File: config.mk
export PLATFORM = sky130hd
export DESIGN_NAME = annexb_nal_splitter
export DESIGN_NICKNAME = d
export VERILOG_FILES = /design/src/design/ans_pkg.sv /design/src/design/ans_csr.sv /design/src/design/ans_scan.sv /design/src/design/annexb_nal_splitter.sv
export SDC_FILE = /design/constraint.sdc
export NUM_CORES = 1
export LEC_CHECK = 0
export BUFFER_PORTS_ARGS = -buffer_cell sky130_fd_sc_hd__buf_2
export CORE_ASPECT_RATIO = 0.8
export CORE_UTILIZATION = 30
export DETAILED_ROUTE_END_ITERATION = 10
export GPL_TIMING_DRIVEN = 0
export SLEW_MARGIN = 10
export SYNTH_ARGS = -nofsm -noshare
export SYNTH_HDL_FRONTEND = slang
export SYNTH_SLANG_ARGS = --single-unit
File: constraint.sdc
create_clock -name clock -period 8.9 [get_ports clock]
set_input_delay 1.78 -clock clock [delete_from_list [all_inputs] [get_ports clock]]
set_output_delay 1.78 -clock clock [all_outputs]
set_load 0.01 [all_outputs]
File: src/design/ans_pkg.sv
// Package for the Annex B NAL splitter: transaction types, codec and NAL type codes,
// and the header flag decode shared by the scanner.
// No dependencies.
`default_nettype none

package ans_pkg;

   // Default largest buffer in bytes; positions saturate here.
   localparam int ANS_DEF_MAX_BUFFER_BYTES = 65536;

   // Configuration port geometry.
   localparam int ANS_ADDR_W = 3;
   localparam int ANS_DATA_W = 32;
   localparam logic ANS_REG_CODEC_MODE = 1'b0;  // word index of codec_mode

   // Field widths of the result transaction.
   localparam int ANS_OFFSET_W = 16;
   localparam int ANS_LENGTH_W = 17;

   // Codec selections (the fourth code means no codec).
   localparam logic [1:0] ANS_CODEC_NONE = 2'd0;
   localparam logic [1:0] ANS_CODEC_H264 = 2'd1;
   localparam logic [1:0] ANS_CODEC_H265 = 2'd2;

   // H.264 NAL unit types.
   localparam logic [4:0] ANS_AVC_IDR = 5'd5;
   localparam logic [4:0] ANS_AVC_SPS = 5'd7;
   localparam logic [4:0] ANS_AVC_PPS = 5'd8;

   // H.265 NAL unit types.
   localparam logic [5:0] ANS_HEVC_IDR_RADL = 6'd19;
   localparam logic [5:0] ANS_HEVC_IDR_NLP  = 6'd20;
   localparam logic [5:0] ANS_HEVC_VPS      = 6'd32;
   localparam logic [5:0] ANS_HEVC_SPS      = 6'd33;
   localparam logic [5:0] ANS_HEVC_PPS      = 6'd34;

   // One input transaction: a buffer byte with its end mark and timestamp.
   typedef struct packed {
      logic [7:0]  data_byte;
      logic        buffer_end;
      logic [63:0] time_stamp;
   } ans_req_type;

   // One result transaction: a NAL unit descriptor.
   typedef struct packed {
      logic [ANS_OFFSET_W-1:0] nal_offset;
      logic [ANS_LENGTH_W-1:0] nal_length;
      logic                    idr_flag;
      logic                    vps_flag;
      logic                    sps_flag;
      logic                    pps_flag;
      logic                    final_of_buffer;
      logic [63:0]             stamp_out;
      logic                    overflow;
   } ans_rsp_type;

   // Header flags decoded from the first header byte.
   typedef struct packed {
      logic idr;
      logic vps;
      logic sps;
      logic pps;
   } ans_flags_type;

   // Decode the parameter set and IDR flags for the selected codec.
   function automatic ans_flags_type ans_decode_flags(input logic [1:0] codec,
                                                      input logic [7:0] hdr,
                                                      input logic       len_ge2);
      ans_flags_type f;
      logic [4:0]    avc_type;
      logic [5:0]    hevc_type;
      f         = '0;
      avc_type  = hdr[4:0];
      hevc_type = hdr[6:1];
      if (codec == ANS_CODEC_H264) begin
         f.idr = (avc_type == ANS_AVC_IDR);
         f.sps = (avc_type == ANS_AVC_SPS);
         f.pps = (avc_type == ANS_AVC_PPS);
      end else if (codec == ANS_CODEC_H265 && len_ge2) begin
         f.idr = (hevc_type == ANS_HEVC_IDR_RADL) || (hevc_type == ANS_HEVC_IDR_NLP);
         f.vps = (hevc_type == ANS_HEVC_VPS);
         f.sps = (hevc_type == ANS_HEVC_SPS);
         f.pps = (hevc_type == ANS_HEVC_PPS);
      end
      return f;
   endfunction

endpackage : ans_pkg

`default_nettype wire

File: src/design/ans_csr.sv
// Configuration register block of the Annex B NAL splitter: holds codec_mode.
// Depends on ans_pkg.
`default_nettype none

module ans_csr
   import ans_pkg::*;
(
   input  wire logic                  clock,
   input  wire logic                  reset,
   input  wire logic                  csr_psel,
   input  wire logic                  csr_penable,
   input  wire logic                  csr_pwrite,
   input  wire logic [ANS_ADDR_W-1:0] csr_paddr,
   input  wire logic [ANS_DATA_W-1:0] csr_pwdata,
   output logic      [ANS_DATA_W-1:0] csr_prdata,
   output logic                       csr_pready,
   output logic      [1:0]            codec_mode
);

   logic [1:0] codec_ff;
   logic [1:0] codec_in;
   logic       wr_en;
   logic       reg_hit;

   // A write completes in the access phase; the port never waits.
   assign csr_pready = 1'b1;
   assign reg_hit    = (csr_paddr[2] == ANS_REG_CODEC_MODE);
   assign wr_en      = csr_psel && csr_penable && csr_pwrite && csr_pready && reg_hit;

   // Next value of the codec register.
   always_comb begin
      codec_in = codec_ff;
      if (wr_en) begin
         codec_in = csr_pwdata[1:0];
      end
   end

   always_ff @(posedge clock) begin
      if (reset) begin
         codec_ff <= ANS_CODEC_NONE;
      end else begin
         codec_ff <= codec_in;
      end
   end

   // Reads return the register, zero elsewhere.
   always_comb begin
      csr_prdata = '0;
      if (reg_hit) begin
         csr_prdata = {{(ANS_DATA_W-2){1'b0}}, codec_ff};
      end
   end

   assign codec_mode = codec_ff;

endmodule : ans_csr

`default_nettype wire

File: src/design/ans_scan.sv
// Start code scanner of the Annex B NAL splitter: per-buffer state and the
// combinational descriptor computation for one byte. Depends on ans_pkg.
`default_nettype none

module ans_scan
   import ans_pkg::*;
#(
   parameter int MAX_BUFFER_BYTES = ANS_DEF_MAX_BUFFER_BYTES
)
(
   input  wire logic        clock,
   input  wire logic        reset,
   input  wire logic        fire,
   input  wire ans_req_type item,
   input  wire logic [1:0]  codec_mode,
   output logic             emit,
   output ans_rsp_type      desc
);

   localparam int PW = $clog2(MAX_BUFFER_BYTES + 1);
   localparam logic [PW-1:0] MaxPos = PW'(MAX_BUFFER_BYTES);

   // Per-buffer state.
   logic [PW-1:0] pos_ff,   pos_in;
   logic [2:0]    zh_ff,    zh_in;
   logic [PW-1:0] begin_ff, begin_in;
   logic          start_ff, start_in;
   logic [7:0]    hdr_ff,   hdr_in;
   logic          ovf_ff,   ovf_in;

   // Working values for the current byte.
   logic          sat;
   logic          ovf_now;
   logic [PW-1:0] next_pos;
   logic [7:0]    hdr_now;
   logic          is_sc;
   logic [PW:0]   idx_p1;
   logic [PW:0]   sc_len;
   logic [PW-1:0] sc_start;
   logic [PW-1:0] begin_t;
   logic          emit_sc;
   logic          emit_tail;
   logic [PW-1:0] nal_len;
   ans_flags_type flags;

   // Position, saturation and start code detection.
   always_comb begin
      sat      = (pos_ff >= MaxPos);
      ovf_now  = ovf_ff || sat;
      next_pos = sat ? MaxPos : pos_ff + 1'b1;
      hdr_now  = (pos_ff == begin_ff) ? item.data_byte : hdr_ff;
      is_sc    = (item.data_byte == 8'd1) && (zh_ff[1:0] == 2'b11);
      idx_p1   = {1'b0, pos_ff} + 1'b1;
      sc_len   = zh_ff[2] ? (PW+1)'(4) : (PW+1)'(3);
      sc_start = (idx_p1 >= sc_len) ? PW'(idx_p1 - sc_len) : '0;
      begin_t  = start_ff ? begin_ff : '0;
   end

   // Descriptor for the unit closed by a start code or by the buffer end.
   always_comb begin
      emit_sc   = is_sc && start_ff && (sc_start > begin_ff);
      emit_tail = !is_sc && item.buffer_end && (next_pos > begin_t);
      nal_len   = is_sc ? sc_start - begin_ff : next_pos - begin_t;
      emit      = emit_sc || emit_tail;
      flags     = ans_decode_flags(codec_mode, hdr_now, (nal_len >= PW'(2)));

      desc                 = '0;
      desc.nal_offset      = ANS_OFFSET_W'(begin_t);
      desc.nal_length      = ANS_LENGTH_W'(nal_len);
      desc.idr_flag        = flags.idr;
      desc.vps_flag        = flags.vps;
      desc.sps_flag        = flags.sps;
      desc.pps_flag        = flags.pps;
      desc.final_of_buffer = item.buffer_end;
      desc.stamp_out       = item.time_stamp;
      desc.overflow        = ovf_now;
   end

   // State update for an accepted byte; a buffer end clears everything.
   always_comb begin
      pos_in   = pos_ff;
      zh_in    = zh_ff;
      begin_in = begin_ff;
      start_in = start_ff;
      hdr_in   = hdr_ff;
      ovf_in   = ovf_ff;
      if (fire) begin
         pos_in = next_pos;
         zh_in  = {zh_ff[1:0], (item.data_byte == 8'd0)};
         ovf_in = ovf_now;
         hdr_in = hdr_now;
         if (is_sc) begin
            begin_in = next_pos;
            start_in = 1'b1;
            hdr_in   = '0;
         end
         if (item.buffer_end) begin
            pos_in   = '0;
            zh_in    = '0;
            begin_in = '0;
            start_in = 1'b0;
            hdr_in   = '0;
            ovf_in   = 1'b0;
         end
      end
   end

   always_ff @(posedge clock) begin
      if (reset) begin
         pos_ff   <= '0;
         zh_ff    <= '0;
         begin_ff <= '0;
         start_ff <= 1'b0;
         hdr_ff   <= '0;
         ovf_ff   <= 1'b0;
      end else begin
         pos_ff   <= pos_in;
         zh_ff    <= zh_in;
         begin_ff <= begin_in;
         start_ff <= start_in;
         hdr_ff   <= hdr_in;
         ovf_ff   <= ovf_in;
      end
   end

   // The byte position never passes the saturation point.
   a_pos_bound: assert property (@(posedge clock) disable iff (reset)
      pos_ff <= MaxPos)
      else $error("byte position beyond buffer limit");

   // A unit never starts after the current position.
   a_begin_le_pos: assert property (@(posedge clock) disable iff (reset)
      begin_ff <= pos_ff)
      else $error("unit start beyond byte position");

   // A descriptor never has zero length.
   a_len_nonzero: assert property (@(posedge clock) disable iff (reset)
      fire && emit |-> nal_len != '0)
      else $error("empty unit emitted");

   // The buffer end leaves the scanner at its initial state.
   a_end_clears: assert property (@(posedge clock) disable iff (reset)
      fire && item.buffer_end |=> pos_ff == '0 && !start_ff && !ovf_ff && zh_ff == '0)
      else $error("buffer state not cleared at buffer end");

endmodule : ans_scan

`default_nettype wire

File: src/design/annexb_nal_splitter.sv
// Top level of the Annex B NAL splitter: input register, scanner, result register
// and configuration port. Depends on ans_pkg, ans_csr and ans_scan.
//
// Usage: bytes of an Annex B buffer enter on the req_ channel, one per transaction,
// with buffer_end on the final byte and the buffer's timestamp. Each NAL unit found
// between start codes (00 00 01 or 00 00 00 01), and the tail at the buffer end,
// leaves as one descriptor on the rsp_ channel. Bytes before the first start code
// are dropped; a buffer with no start code is one unit.
// Path: the byte that closes a unit waits in the input register, and the descriptor
// computed from it is captured in the result register when that register frees up.
// Throughput: one byte per cycle unless a waiting descriptor is stalled; the scanner
// state is updated from the input register as each byte is accepted, so bytes
// stream back to back. Stall: while rsp_stall holds a waiting descriptor, the input
// register still takes one more byte, then req_stall rises until the descriptor is
// taken. Reset: clears codec_mode to no codec and all buffer state; no clearing pass.
// The user must see that codec_mode is written through the csr_ port only while no
// byte is in flight; the block itself does not enforce this.
`default_nettype none

module annexb_nal_splitter
   import ans_pkg::*;
#(
   parameter int MAX_BUFFER_BYTES = ANS_DEF_MAX_BUFFER_BYTES
)
(
   input  wire logic                  clock,
   input  wire logic                  reset,
   input  wire logic                  req_valid,
   output logic                       req_stall,
   input  wire ans_req_type           req_data,
   output logic                       rsp_valid,
   input  wire logic                  rsp_stall,
   output ans_rsp_type                rsp_data,
   input  wire logic                  csr_psel,
   input  wire logic                  csr_penable,
   input  wire logic                  csr_pwrite,
   input  wire logic [ANS_ADDR_W-1:0] csr_paddr,
   input  wire logic [ANS_DATA_W-1:0] csr_pwdata,
   output logic      [ANS_DATA_W-1:0] csr_prdata,
   output logic                       csr_pready
);

   logic        in_valid_ff, in_valid_in;
   ans_req_type in_item_ff,  in_item_in;
   logic        rsp_valid_ff, rsp_valid_in;
   ans_rsp_type rsp_data_ff,  rsp_data_in;
   logic        advance;
   logic        fire;
   logic        emit;
   ans_rsp_type desc;
   logic [1:0]  codec_mode;

   ans_csr u_csr (
      .clock       (clock),
      .reset       (reset),
      .csr_psel    (csr_psel),
      .csr_penable (csr_penable),
      .csr_pwrite  (csr_pwrite),
      .csr_paddr   (csr_paddr),
      .csr_pwdata  (csr_pwdata),
      .csr_prdata  (csr_prdata),
      .csr_pready  (csr_pready),
      .codec_mode  (codec_mode)
   );

   ans_scan #(
      .MAX_BUFFER_BYTES (MAX_BUFFER_BYTES)
   ) u_scan (
      .clock      (clock),
      .reset      (reset),
      .fire       (fire),
      .item       (in_item_ff),
      .codec_mode (codec_mode),
      .emit       (emit),
      .desc       (desc)
   );

   // The result register frees up when empty or when its transaction is taken.
   assign advance   = !rsp_valid_ff || !rsp_stall;
   assign fire      = in_valid_ff && advance;
   assign req_stall = in_valid_ff && !advance;

   // Input register.
   always_comb begin
      in_valid_in = in_valid_ff;
      in_item_in  = in_item_ff;
      if (!req_stall) begin
         in_valid_in = req_valid;
         if (req_valid) begin
            in_item_in = req_data;
         end
      end
   end

   // Result register.
   always_comb begin
      rsp_valid_in = rsp_valid_ff;
      rsp_data_in  = rsp_data_ff;
      if (advance) begin
         rsp_valid_in = fire && emit;
         if (fire && emit) begin
            rsp_data_in = desc;
         end
      end
   end

   always_ff @(posedge clock) begin
      if (reset) begin
         in_valid_ff  <= 1'b0;
         rsp_valid_ff <= 1'b0;
      end else begin
         in_valid_ff  <= in_valid_in;
         rsp_valid_ff <= rsp_valid_in;
      end
   end

   always_ff @(posedge clock) begin
      in_item_ff  <= in_item_in;
      rsp_data_ff <= rsp_data_in;
   end

   assign rsp_valid = rsp_valid_ff;
   assign rsp_data  = rsp_data_ff;

endmodule : annexb_nal_splitter

`default_nettype wire

======== Word level (Yosys, flattened, before mapping) ========
Index checks and enable logic that the tools add are counted.
storage, ports and cells
  logic and storage cells ................. 92
  ROM bits ................................ 0
  output and inout bits ................... 138
  memories ................................ 0
  memory bits (writable) .................. 0
  bits in registers ....................... 226
  input bits .............................. 115
  bits in latches ......................... 0
cells by class
  $lt $le $gt $ge ......................... 5
  reduce and logical (&&, ||, !) cells .... 26
  multiply operators ...................... 0
  add/subtract/negate cells ............... 5
  equal/unequal tests ..................... 13
  divide/modulo/power cells ............... 0
  bitwise operators ....................... 3
  shift-type cells ........................ 0
  mux-type cells .......................... 19
operator list
  kind                                                                     number
  17-bit 2-to-1 mux                                                        7
  17-bit subtractor                                                        3
  17-bit > comparator                                                      2
  7-bit 2-to-1 mux                                                         3
  17-bit by 1-bit adder with 18-bit output (second input constant)         1
  6-bit equality test (second input constant)                              3
  18-bit by 3-bit >= comparator with 1-bit output                          1
  17-bit by 1-bit adder with 17-bit output (second input constant)         1
  17-bit equality test                                                     1
  17-bit >= comparator (second input constant)                             1
  17-bit by 2-bit >= comparator with 1-bit output (second input constant)  1
  6-bit by 5-bit equality test with 1-bit output (second input constant)   2
  1-bit logical AND                                                        12
  5-bit by 3-bit equality test with 1-bit output (second input constant)   2
  8-bit by 1-bit equality test with 1-bit output (second input constant)   1
  8-bit zero test                                                          1
  3-bit 2-to-1 mux                                                         2
  2-bit AND reduction                                                      3
  5-bit by 4-bit equality test with 1-bit output (second input constant)   1
  2-bit equality test (second input constant)                              2
  1-bit zero test                                                          4
  1-bit logical OR                                                         4
  1-bit 2-to-1 mux                                                         4
  2-bit 2-to-1 mux                                                         2
  other kinds (5)                                                          7

======== Logic depth before layout (Yosys ltp) ========
Gate-level depths: netlist of run 1.
  depth after elaboration ................. 9
  gate-level depth with buffers ........... 23
  gate-level depth less buffers ........... 22

======== Cells and area by module ========
Synthesis of run 1 repeated with hierarchy kept, for this count alone.
second synthesis, totals
  cell total of the unflattened synthesis .. 1024
  area, all modules ....................... 11472.3 µm²
by module, submodules not included
  module               seq. area each (µm²)  times used  area each (µm²)  cells each
  ans_scan             920.9                 1           5740.5           792
  annexb_nal_splitter  5325.1                1           5378.9           188
  ans_csr              40.0                  1           352.8            44

======== Worst setup path before layout of run 1 ========
No wires, ideal clock.
  path type ............................... reg-to-reg
  start point ............................. register u_scan.pos_ff[0]
  end point ............................... register rsp_data_ff, in the netlist rsp_data[0] (enable)
  path buffers ............................ 3
  stages on the path, launching flop included .. 23
  data required time ...................... 8444 ps
  setup slack ............................. 1990 ps
  data arrival time ....................... 6454 ps
  library setup time ...................... 456 ps
  clock period less this slack ............ 6910 ps
  cell sequence ........................... dfxtp_1 -> clkbuf_1 -> inv_1 -> ha_1 -> fa_1 -> a21oi_1 -> nand2_1 -> or2_1 -> or3_4 -> nor3b_2 -> and2b_2 -> buf_6 -> nor2_1 -> ha_1 -> clkbuf_1 -> a21o_1 -> a311oi_1 -> o221ai_1 -> o21bai_1 -> a21o_1 -> a21o_1 -> a41oi_1 -> inv_1
between the ends
  word-level cells in the longest chain between the ends .. 8
  elaborated cells between the ends (all ways) .. 14
  those cells by class .................... add/sub: 3; order compare: 4; mux: 2; reduce/logical: 5
RTL lines
  element                                                                                      line                        source
  start, declared                                                                              ans_scan.sv:24              logic [PW-1:0] pos_ff, pos_in;
  start signal, assigned                                                                       ans_scan.sv:117             pos_ff <= pos_in;
  17-bit by 1-bit adder with 18-bit output                                                     ans_scan.sv:53              idx_p1 = {1'b0, pos_ff} + 1'b1;
  17-bit subtractor / 18-bit by 3-bit >= comparator with 1-bit output (equally long branches)  ans_scan.sv:55              sc_start = (idx_p1 >= sc_len) ? PW'(idx_p1 - sc_len) : '0;
  17-bit 2-to-1 mux                                                                            ans_scan.sv:55
  17-bit > comparator                                                                          ans_scan.sv:61              emit_sc = is_sc && start_ff && (sc_start > begin_ff);
  1-bit logical AND                                                                            ans_scan.sv:61
  1-bit logical OR (*)                                                                         ans_scan.sv:64              emit = emit_sc || emit_tail;
  1-bit logical AND (*)                                                                        annexb_nal_splitter.sv:101  if (fire && emit) begin
  2-bit AND reduction (no line) (*)                                                            --
  end signal, assigned                                                                         annexb_nal_splitter.sv:119  rsp_data_ff <= rsp_data_in;
  end, declared                                                                                annexb_nal_splitter.sv:46   ans_rsp_type rsp_data_ff, rsp_data_in;
Mark *: on every way between the ends. The rest lies on a longest branch, timed or not.
A chain may end at the register's enable or synchronous reset.

======== Final worst setup path of run 1 ========
  start point ............................. register u_scan.pos_ff[0]
  end point ............................... register rsp_data_ff, in the netlist rsp_data[77] (enable)
Same word-level chain as after synthesis.

==> impl_metrics.yaml, run 1 <==
setup_path:
  slowest_stage: "a41oi_1"
  worstPathCellList: "clkbuf_1 -> inv_1 -> ha_1 -> fa_1 -> a21oi_1 -> nand2_1 -> or2_1 -> or3_4 -> nor3b_2 -> and2b_2 -> buf_6 -> nor2_1 -> ha_1 -> clkbuf_1 -> a21o_1 -> a311oi_1 -> o221ai_1 -> o21bai_1 -> a21o_1 -> a21o_1 -> a41oi_1 -> inv_6 -> buf_16"
  crit_buf_inv: 6
  crit_fanout: 75
  criticalPathCategory: "reg -> reg"
  crit_path_end_kind: "flip-flop"
  crit_family: "compound AO/OA/AOI/OAI gates"
  cp_common_cell: "a21o_1"
  slowest_delay_ns: 0.62
  worst_ep_required_time_ns: 9.10
  crit_path_start_kind: "flip-flop"
  critPathArrivalTime_ns: 7.59
placed_design:
  place_congestion: 0.963
  dp.final_hpwl_mm: 23.9
  place_inst: 1683
  port-buffer-count: 189
synth:
  yosysSeqAreaShare: 0.571
  syn_inst: 982
  netlist_top_cells_area: "edfxtp_1 48%, dfxtp_1 9.1%, ha_1 4.5%"
  yosysWarnings: 0
  ys_async_sr_fraction: 0
  yosys.area.top_type_share: 0.480
  ys_types: 74
  synth_edf_count: 176
  syn_avg_cell_area_sq_um: 11.2
  synth-seq-cells: 226
  synth_top_flop_cell: "edfxtp_1"
  synth_area_sq_mm: 0.0110
  synth_area_leader_cell: "edfxtp_1"
drt:
  drt-initial-drc-count: 715
  drcViolationCount: 0
  antenna_left: 0
  num_vias: 8313
  drt-vias-per-instance: 4.82
  drt_wl_total_mm: 31.0
  wl_per_cell_um: 17.9
  dr.pass1.iters: 5
cts:
  postCtsHoldBufs: 0
  ctsHtreeMaxLevel: 1
  clock_path_buffers: 3
  cts_tree: "built"
  worstSkewPairLatency_ns: 0.51
  ctsResizeCount: 0
  clockRootBuffer: "clkbuf_16"
  cts_setup_buffers: 0
  clkTransAtPathRegs_ns: 0.07
  numClockSinks: 226
  cts_buffers: 22
die:
  rows: 62
  die_area_sq_mm: 0.0375
  start_util: 0.306
  ios: 253
  die_h_um: 173
  chipWidth_um: 216
  core_sq_mm: 0.0360
power:
  vdd_drop_max_mv: 0.119
  p_sw_uw: 583
  power_density_mw_per_mm2: 182
  p_sw_frac: 0.236
  combPwrFrac: 0.113
  clkPwrFrac: 0.405
  p_int_mw: 1.88
  seqPwrFrac: 0.482
  p_leak_nw: 5.46
timing:
  max_slew_margin: 0.306
  tightest_slew_ns: 1.03
  fin_crit_ns: 7.40
  fmax_ghz: 0.135
  whs_ns: 0.419
  maxSlewViolCount: 0
  fin_crit_sh: 0.831
  finalSetupViolations: 0
  finalClockSkew_ns: 0.0150
  rsz0062_at_grt: "no"
  hold_viol_final: 0
run:
  drv_cap: 0
cells_and_area:
  drive_above_1_share: 0.235
  final_util: 0.376
  fillCellCount: 3612
  nets: 1385
  fin_cells: 1725
  synthToLayoutAreaGrowth_pct: 22.9
global_routing:
  gr-total-overflow: 0
  antenna_found_initial: 1
  grt_start_max_net_pins: 76
  track_usage: 0.161
  grt_pass1_wl_mm: 46.6
  grt_pass1_vias: 7745
run_status:
  status: "finished clean"
min_path:
  worst_hold_path_type: "reg -> reg"
[layout by cell type (no fill, tap or decap), types with 16 or more instances in the layout]
master | Yosys | layout
buf_2 | 8 | 197
edfxtp_1 | 176 | 176
nor2_1 | 102 | 102
nand2_1 | 72 | 72
inv_1 | 54 | 53
xnor2_1 | 50 | 50
a21oi_1 | 50 | 50
dfxtp_1 | 50 | 50
ha_1 | 40 | 40
clkbuf_1 | 32 | 35
a22oi_1 | 33 | 33
buf_4 | 31 | 31
conb_1 | 2 | 31
o21ai_0 | 30 | 30
nand3_1 | 25 | 25
clkbuf_16 | 0 | 23
xor2_1 | 18 | 18
nor3_1 | 16 | 16
a21o_1 | 16 | 16
[worst register-to-register path, cell delays in order, from the launching register on]
cell	delay (ns)
dfxtp_1	0.40
clkbuf_1	0.37
inv_1	0.12
ha_1	0.38
fa_1	0.45
a21oi_1	0.23
nand2_1	0.16
or2_1	0.26
or3_4	0.43
nor3b_2	0.26
and2b_2	0.27
buf_6	0.16
nor2_1	0.05
ha_1	0.28
clkbuf_1	0.22
a21o_1	0.28
a311oi_1	0.61
o221ai_1	0.19
o21bai_1	0.24
a21o_1	0.26
a21o_1	0.19
a41oi_1	0.62
inv_6	0.26
buf_16	0.34
[per-stage QoR]
step / TNS, ns / cell area, sq um / total power, mW / setup slack [ns]
after floorplan: 0 / 11100 / 1.40 / 1.99
after global placement: -4.67 / 12700 / 1.48 / -0.0656
after detailed placement: 0 / 12700 / 1.49 / 1.76
after CTS: 0 / 13500 / 2.49 / 1.72
after global routing: 0 / 13500 / 2.56 / 1.24
final: 0 / 13500 / 2.47 / 1.50
[Yosys cell counts, types with 3 or more instances]
| master | count |
|---|---|
| dfxtp_1 | 50 |
| nor2b_1 | 14 |
| clkbuf_1 | 32 |
| o2111ai_1 | 3 |
| and3_1 | 9 |
| or2_2 | 6 |
| a211o_1 | 3 |
| nor2_1 | 102 |
| buf_1 | 3 |
| a21o_1 | 16 |
| nand2b_1 | 5 |
| o21a_1 | 6 |
| or4_1 | 3 |
| buf_2 | 8 |
| or3_1 | 4 |
| o21ai_0 | 30 |
| nand3b_1 | 8 |
| xnor2_1 | 50 |
| nor3_1 | 16 |
| o211ai_1 | 9 |
| mux2i_1 | 9 |
| a21oi_1 | 50 |
| inv_1 | 54 |
| buf_4 | 31 |
| edfxtp_1 | 176 |
| fa_1 | 3 |
| nand3_1 | 25 |
| nor3b_1 | 4 |
| xor2_1 | 18 |
| nand4b_1 | 3 |
| and2_1 | 6 |
| nand2_1 | 72 |
| a31oi_1 | 6 |
| ha_1 | 40 |
| a22oi_1 | 33 |
| nand4_1 | 14 |
| nor4_1 | 7 |
| o41ai_1 | 3 |
[final cells by class]
class | instances | area [sq um] | area share
Sequential cell | 226 | 6290 | 0.465
Multi-Input combinational cell | 656 | 4220 | 0.312
Timing Repair Buffer | 192 | 1010 | 0.0749
Tap cell | 480 | 601 | 0.0444
Clock buffer | 26 | 587 | 0.0434
Buffer | 75 | 415 | 0.0307
Inverter | 54 | 208 | 0.0154
Clock inverter | 14 | 191 | 0.0141
Antenna cell | 2 | 5.00 | 0.000370
[power groups by stage]
stage | Sequential (mW) | Clock, mW | Combinational, mW
CTS | 1.19 | 1.03 | 0.276
global route | 1.19 | 1.06 | 0.305
global placement | 1.22 | 0 | 0.267
floorplan | 1.22 | 0 | 0.175
finish | 1.19 | 0.999 | 0.278
detailed placement | 1.21 | 0 | 0.275
[worst paths after layout]
kind,startpoint,end,slack (ns),depth (start not counted)
setup / recovery,u_scan.pos_ff[0],rsp_data[77],1.50,23
hold / removal,in_item_ff[19],rsp_data[20],0.42,0
setup reg to reg,u_scan.pos_ff[0],rsp_data[77],1.50,23
hold reg to reg,in_item_ff[19],rsp_data[20],0.42,0
[per-layer routing]
metal	part of all wire	up-vias	track usage
met3	0.090	33	0.0407
met2	0.43	331	0.239
met1	0.46	3967	0.237
met4	0.016	0	0.0308
met5	0	-	0
li1	-	3982	-
[flip-flops by register name (all words and copies together) (netlist names)]
name / cells
u_scan.zh_ff: 3
u_csr.codec_mode: 2
rsp_data: 103
u_scan.hdr_ff: 7
in_valid_ff: 1
rsp_valid: 1
u_scan.begin_ff: 17
in_item_ff: 73
u_scan.start_ff: 1
u_scan.pos_ff: 17
u_scan.ovf_ff: 1
[kinds of logic (layout without fill, tap and decap cells)]
group	count (synthesis)	in the layout	share of synthesized area
and+or+nand+nor	311	311	0.139
DFF	226	226	0.571
AOI/OAI and AO/OA	190	190	0.115
buffers and inverters	129	361	0.0561
xor gates and xnor gates	70	70	0.0570
adders and majority gates	43	43	0.0509
muxes	11	11	0.0102
other	2	33	0.000682
(Power assumes the default switching activity.)
==> run 2, diff against run 1 <==
--- a/config.mk
+++ b/config.mk
@@ -5,6 +5,7 @@
 export SDC_FILE = /design/constraint.sdc
 export NUM_CORES = 1
 export LEC_CHECK = 0
+export ABC_AREA = 1
 export BUFFER_PORTS_ARGS = -buffer_cell sky130_fd_sc_hd__buf_2
 export CORE_ASPECT_RATIO = 0.8
 export CORE_UTILIZATION = 30
==> constraint.sdc (replaced) <==
create_clock -name clock -period 6.88 [get_ports clock]
set_input_delay 1.376 -clock clock [delete_from_list [all_inputs] [get_ports clock]]
set_output_delay 1.376 -clock clock [all_outputs]
set_load 0.01 [all_outputs]
==> run 2 against run 1 <==
  * Register-to-register slack got worse by 0.26 ns
  * Critical path depth rose by 6
  * Global-route usage fell by 0.23 points
  * Via count rose by 11%
  * Die area rose by 4.6%
  * Routed wire length rose by 4.1%
  * Synthesized area rose by 4.7%
  * Core utilization rose by 0.18 points
  * Count of clock-buffer cells in the layout rose by 3
  * Highest routed layer is now met5
  * Largest cell class unchanged
==> impl_metrics.yaml, run 2 <==
run_status:
  status: "finished clean"
die:
  ios: 253
  chipWidth_um: 221
  start_util: 0.308
  rows: 63
  core_sq_mm: 0.0374
  die_h_um: 177
  die_area_sq_mm: 0.0392
drt:
  drcViolationCount: 0
  antenna_left: 0
  wl_per_cell_um: 15.9
  drt-vias-per-instance: 4.56
  num_vias: 9219
  drt_wl_total_mm: 32.2
  dr.pass1.iters: 6
  drt-initial-drc-count: 740
setup_path:
  crit_path_start_kind: "flip-flop"
  slowest_delay_ns: 0.50
  crit_fanout: 86
  slowest_stage: "dfxtp_1"
  reg2reg_to: "rsp_data[74]"
  crit_path_end_kind: "flip-flop"
  r2r-start: "u_scan.pos_ff[0]"
  cp-startpoint: "u_scan.pos_ff[0]"
  rrSetupSlack_ns: 1.24
  criticalPathCategory: "reg -> reg"
  cp_common_cell: "nand2_1"
  worst_ep_required_time_ns: 7.05
  r2r_cells: 29
  critPathArrivalTime_ns: 5.81
  crit_path_end: "rsp_data[74]"
placed_design:
  place_congestion: 0.954
  dp.final_hpwl_mm: 25.2
  place_inst: 1977
  port-buffer-count: 189
timing:
  fin_tns_setup_ns: 0
  finalSetupViolations: 0
  hold_viol_final: 0
  tightest_slew_ns: 0.784
  maxSlewViolCount: 0
  max_slew_margin: 0.474
  rsz0062_at_grt: "no"
  fmax_ghz: 0.177
  fin_crit_sh: 0.819
  fin_crit_ns: 5.64
  finalClockSkew_ns: 0.0190
synth:
  yosysMostFrequentCell: "nand2_1"
  synth-seq-cells: 226
  yosysSeqAreaShare: 0.545
  synth_area_sq_mm: 0.0115
  synth_top_flop_cell: "edfxtp_1"
  synth_area_leader_cell: "edfxtp_1"
  syn_avg_cell_area_sq_um: 9.07
  ys_async_sr_fraction: 0
  ys_types: 38
  yosysWarnings: 0
  yosys.area.top_type_share: 0.459
  netlist_top_cells_area: "edfxtp_1 46%, nand2_1 10%, dfxtp_1 8.7%"
  synth_edf_count: 176
  syn_inst: 1270
  synth_common_cells: "313 x nand2_1, 176 x edfxtp_1, 174 x inv_1, 117 x nor2_1, 97 x nand3_1"
min_path:
  worst_hold_path_type: "reg -> reg"
cells_and_area:
  fin_cells: 2023
  drive_above_1_share: 0.205
  final_common_cell: "nand2_1"
  nets: 1675
  fillCellCount: 3765
  final_cell_mix: "313 x nand2_1, 192 x buf_2, 176 x edfxtp_1"
  final_util: 0.378
  synthToLayoutAreaGrowth_pct: 22.7
  largest_reg_flops: 103
cts:
  cts_setup_buffers: 0
  numClockSinks: 226
  clkTransAtPathRegs_ns: 0.06
  cts_buffers: 25
  clockRootBuffer: "clkbuf_16"
  ctsResizeCount: 0
  clock_path_buffers: 3
  worstSkewPairLatency_ns: 0.54
  ctsHtreeMaxLevel: 1
  cts_tree: "built"
  postCtsHoldBufs: 0
global_routing:
  antenna_found_initial: 3
  grt_pass1_vias: 8620
  grt_start_max_net_pins: 87
  grt_pass1_wl_mm: 48.1
  gr-total-overflow: 0
  track_usage: 0.159
power:
  vdd_drop_max_mv: 0.149
  power_density_mw_per_mm2: 270
  p_leak_nw: 6.48
run:
  drv_cap: 0
## run 2: changes by cell type after synthesis, sizes merged, moves of 12 or more
cell | previous run | this run
xnor2 | 52 | 13
nand2 | 72 | 319
nor2 | 102 | 135
inv | 54 | 181
nand4 | 15 | 27
a21oi | 50 | 71
clkbuf | 32 | 13
a22oi | 33 | 0
nor2b | 14 | 0
a21o | 16 | 0
nand3 | 25 | 102
## run 2: metrics by stage
stage          setup slack [ns]  power, mW  hold slack, ns  instance area [sq um]
3_5_place_dp               1.28       2.39           0.405                  13300
2_1_floorplan             0.861       2.16           0.400                  11600
6_report                   1.24       3.82           0.404                  14100
5_1_grt                   0.876       4.03           0.414                  14100
3_3_place_gp              -1.18       2.37           0.400                  13200
4_1_cts                    1.25       3.85           0.399                  14100
## run 2: worst min path at each step
| stage | from | endpoint | slack [ns] | cells after the start |
|---|---|---|---|---|
| CTS | in_item_ff[38] | rsp_data[39] | 0.40 | 0 |
| global route | in_item_ff[19] | rsp_data[20] | 0.41 | 0 |
| global placement | in_item_ff[44] | rsp_data[45] | 0.40 | 0 |
| detailed placement | in_item_ff[42] | rsp_data[43] | 0.40 | 0 |
| finish | in_item_ff[32] | rsp_data[33] | 0.40 | 0 |
| floorplan | in_item_ff[9] | rsp_data[10] | 0.40 | 0 |
## run 2: power by group
part	total [mW]	internal, mW	switching (mW)
Sequential	1.58	1.55	0.0304
Clock	1.45	0.902	0.550
Combinational	0.793	0.271	0.522
## run 2: layout make-up
cell class / count / area, sq um / area share
Sequential cell: 226 / 6290 / 0.444
Multi-Input combinational cell: 838 / 4310 / 0.305
Timing Repair Buffer: 191 / 1000 / 0.0708
Inverter: 182 / 692 / 0.0489
Clock buffer: 29 / 651 / 0.0460
Tap cell: 487 / 609 / 0.0431
Buffer: 53 / 353 / 0.0249
Clock inverter: 16 / 238 / 0.0168
Antenna cell: 1 / 2.50 / 0.000177
## run 2: routing by layer
layer	share of wire	wire length, um	vias to the layer above	GRT usage
li1	-	-	4603	-
met1	0.48	15400	4292	0.227
met2	0.45	14400	271	0.244
met3	0.051	1650	49	0.0268
met4	0.024	768	4	0.0507
met5	0.00059	19	-	0
## run 2: worst max-delay path, delay by kind of cell, from the launching register on
kind / cells / cell delay (ns)
AO/OA/AOI/OAI: 1 / 0.22
adder cells (fa/ha/maj): 3 / 1.08
buffers and inverters: 8 / 1.41
flip-flops: 1 / 0.50
AND/OR/NAND/NOR: 17 / 1.92
## run 2: logic make-up (layout without fill, tap and decap cells)
group / Yosys count / in the layout / synth area share
simple gates: 609 / 609 / 0.233
buf+inv: 235 / 471 / 0.0900
flops: 226 / 226 / 0.545
compound gates: 117 / 117 / 0.0529
fa+ha+maj: 43 / 43 / 0.0486
xor+xnor: 38 / 38 / 0.0295
other cells: 2 / 32 / 0.000652
==> run 3, diff against run 2 <==
--- a/config.mk
+++ b/config.mk
@@ -5,7 +5,7 @@
 export SDC_FILE = /design/constraint.sdc
 export NUM_CORES = 1
 export LEC_CHECK = 0
-export ABC_AREA = 1
+export ABC_AREA = 0
 export BUFFER_PORTS_ARGS = -buffer_cell sky130_fd_sc_hd__buf_2
 export CORE_ASPECT_RATIO = 0.8
 export CORE_UTILIZATION = 30
==> constraint.sdc (replaced) <==
create_clock -name clock -period 5.1 [get_ports clock]
set_input_delay 1.02 -clock clock [delete_from_list [all_inputs] [get_ports clock]]
set_output_delay 1.02 -clock clock [all_outputs]
set_load 0.01 [all_outputs]
==> run 3 against run 2 <==
  * The run now ends with setup timing left
  * Design area grew 6.2%
  * Power grew 14%
  * Non-clock buffer count grew 104
  * Critical path depth shrank 8
  * First-iteration DRC count shrank 5.9%
  * Combinational power shrank 15%
  * Flip-flop and latch count is the same
  * Clock skew grew 0.010 ns
  * Die area shrank 4.4%
  * Core utilization grew 4.0 points
  * Count of clock-buffer cells in the layout shrank 5
  * Sequential share of layout area shrank 2.5 points
  * Critical path type unchanged
  * Critical endpoint is now rsp_data[69]
==> impl_metrics.yaml, run 3 (synthesis results as in run 1) <==
run_status:
  status: "complete, but fails checks"
  violations: "setup timing"
cells_and_area:
  fin_cells: 1805
  largest_reg_flops: 103
  synthToLayoutAreaGrowth_pct: 36.4
  final_cell_mix: "191 x buf_2, 176 x edfxtp_1, 91 x buf_4"
  antenna_cells: 0
  final_common_cell: "buf_2"
  design_area_sq_mm: 0.0150
  final_util: 0.417
  drive_above_1_share: 0.344
  nets: 1467
setup_path:
  cp-startpoint: "u_scan.pos_ff[0]"
  rrSetupSlack_ns: -0.36
  crit_fanout: 5
  crit_path_end_kind: "flip-flop"
  crit_buf_inv: 2
  r2r_cells: 21
  slowest_delay_ns: 0.50
  path_depth: 21
  worst_ep_required_time_ns: 5.38
  cp_common_cell: "or2_2"
  slowest_stage: "or4_4"
  criticalPathCategory: "reg -> reg"
  reg2reg_to: "rsp_data[69]"
  crit_family: "simple AND/OR/NAND/NOR gates"
  worstPathCellList: "clkbuf_16 -> buf_4 -> and2_4 -> nand2_2 -> or3_1 -> or2_2 -> xnor2_4 -> nor3b_4 -> and2b_2 -> or2_2 -> ha_2 -> fa_2 -> nor2b_4 -> o31ai_4 -> a31oi_2 -> xor2_1 -> mux2_4 -> or4_4 -> nor4_4 -> o211a_4 -> o22ai_2"
  crit_path_start_kind: "flip-flop"
  critPathArrivalTime_ns: 5.74
  r2r-start: "u_scan.pos_ff[0]"
drt:
  num_vias: 8906
  drt-initial-drc-count: 696
  drt-vias-per-instance: 4.93
  drt_wl_total_mm: 33.8
  wl_per_cell_um: 18.7
  antenna_left: 0
  dr.pass1.iters: 5
  drcViolationCount: 0
timing:
  hold_viol_final: 0
  timing.final.ws_setup_ns: -0.360
  tightest_slew_ns: 1.04
  fmax_ghz: 0.183
  fin_tns_setup_ns: -28.42
  finalClockSkew_ns: 0.0290
  maxSlewViolCount: 0
  max_slew_margin: 0.301
  finalSetupViolations: 108
  fin_crit_sh: 1.07
  fin_crit_ns: 5.46
  whs_ns: 0.410
  rsz0062_at_grt: "yes"
cts:
  cts_buffers: 22
  clockRootBuffer: "clkbuf_16"
  clkTransAtPathRegs_ns: 0.07
  ctsHtreeMaxLevel: 1
  clock_path_buffers: 3
  worstSkewPairLatency_ns: 0.53
  cts_tree: "built"
  numClockSinks: 226
die:
  chipWidth_um: 216
  start_util: 0.306
  rows: 62
  die_h_um: 173
  core_sq_mm: 0.0360
  ios: 253
  die_area_sq_mm: 0.0375
placed_design:
  place_inst: 1684
  port-buffer-count: 189
  place_ws_ns: -1.89
  placedInstanceArea_sq_mm: 0.0129
  dp.final_hpwl_mm: 24.1
  place_congestion: 0.956
min_path:
  worst_hold_path.endpoint: "rsp_data[5]"
  hold_start: "in_item_ff[4]"
  worst_hold_path_type: "reg -> reg"
  min_path_cells: 0
global_routing:
  grt_pass1_vias: 8312
  grt_start_max_net_pins: 31
  track_usage: 0.173
  antenna_found_initial: 0
  grt_pass1_wl_mm: 49.7
  gr-total-overflow: 0
power:
  power.total_mw: 4.36
  vdd_drop_max_mv: 0.226
  p_int_mw: 3.28
  p_sw_mw: 1.08
  seqPwrFrac: 0.476
  combPwrFrac: 0.155
  clkPwrFrac: 0.368
  p_leak_nw: 6.08
  power_density_mw_per_mm2: 290
  p_sw_frac: 0.247
run:
  drv_cap: 0
-- run 3: layout make-up --
class | count | area [sq um]
Clock buffer | 24 | 558
Fill cell | 3448 | 21000
Sequential cell | 226 | 6300
Clock inverter | 16 | 150
Multi-Input combinational cell | 656 | 4790
Tap cell | 480 | 601
Timing Repair inverter | 1 | 7.51
Buffer | 71 | 464
Timing Repair Buffer | 277 | 1950
Inverter | 54 | 211
-- run 3: power groups by stage --
stage | combinational, mW | clock, mW | sequential, mW
2_1_floorplan | 0.321 | 0 | 2.13
3_3_place_gp | 0.482 | 0 | 2.12
3_5_place_dp | 0.493 | 0 | 2.12
4_1_cts | 0.607 | 1.64 | 2.08
5_1_grt | 0.726 | 1.72 | 2.08
6_report | 0.676 | 1.61 | 2.08
-- run 3: layer usage --
metal	vias up	part of all wire	global-route usage
met5	-	0	0
met4	0	0.022	0.0408
met3	55	0.077	0.0363
met2	343	0.44	0.257
met1	4346	0.47	0.254
li1	4162	-	-
-- run 3: timing repair --
action,CTS,global route
hold buffers,0,0
setup buffers,47,29
endpoints found under the setup margin,111,109
cloned,7,4
gates resized for setup,88,58
pin swaps,32,40
-- run 3: how the worst max path moves through the flow --
| stage | end | slack (ns) |
|---|---|---|
| after floorplan | rsp_data[0] | -1.24 |
| after global placement | rsp_data[77] | -3.03 |
| after detailed placement | rsp_data[74] | -1.89 |
| after CTS | rsp_data[94] | -0.40 |
| after global routing | rsp_data[69] | -0.48 |
| final | rsp_data[69] | -0.36 |
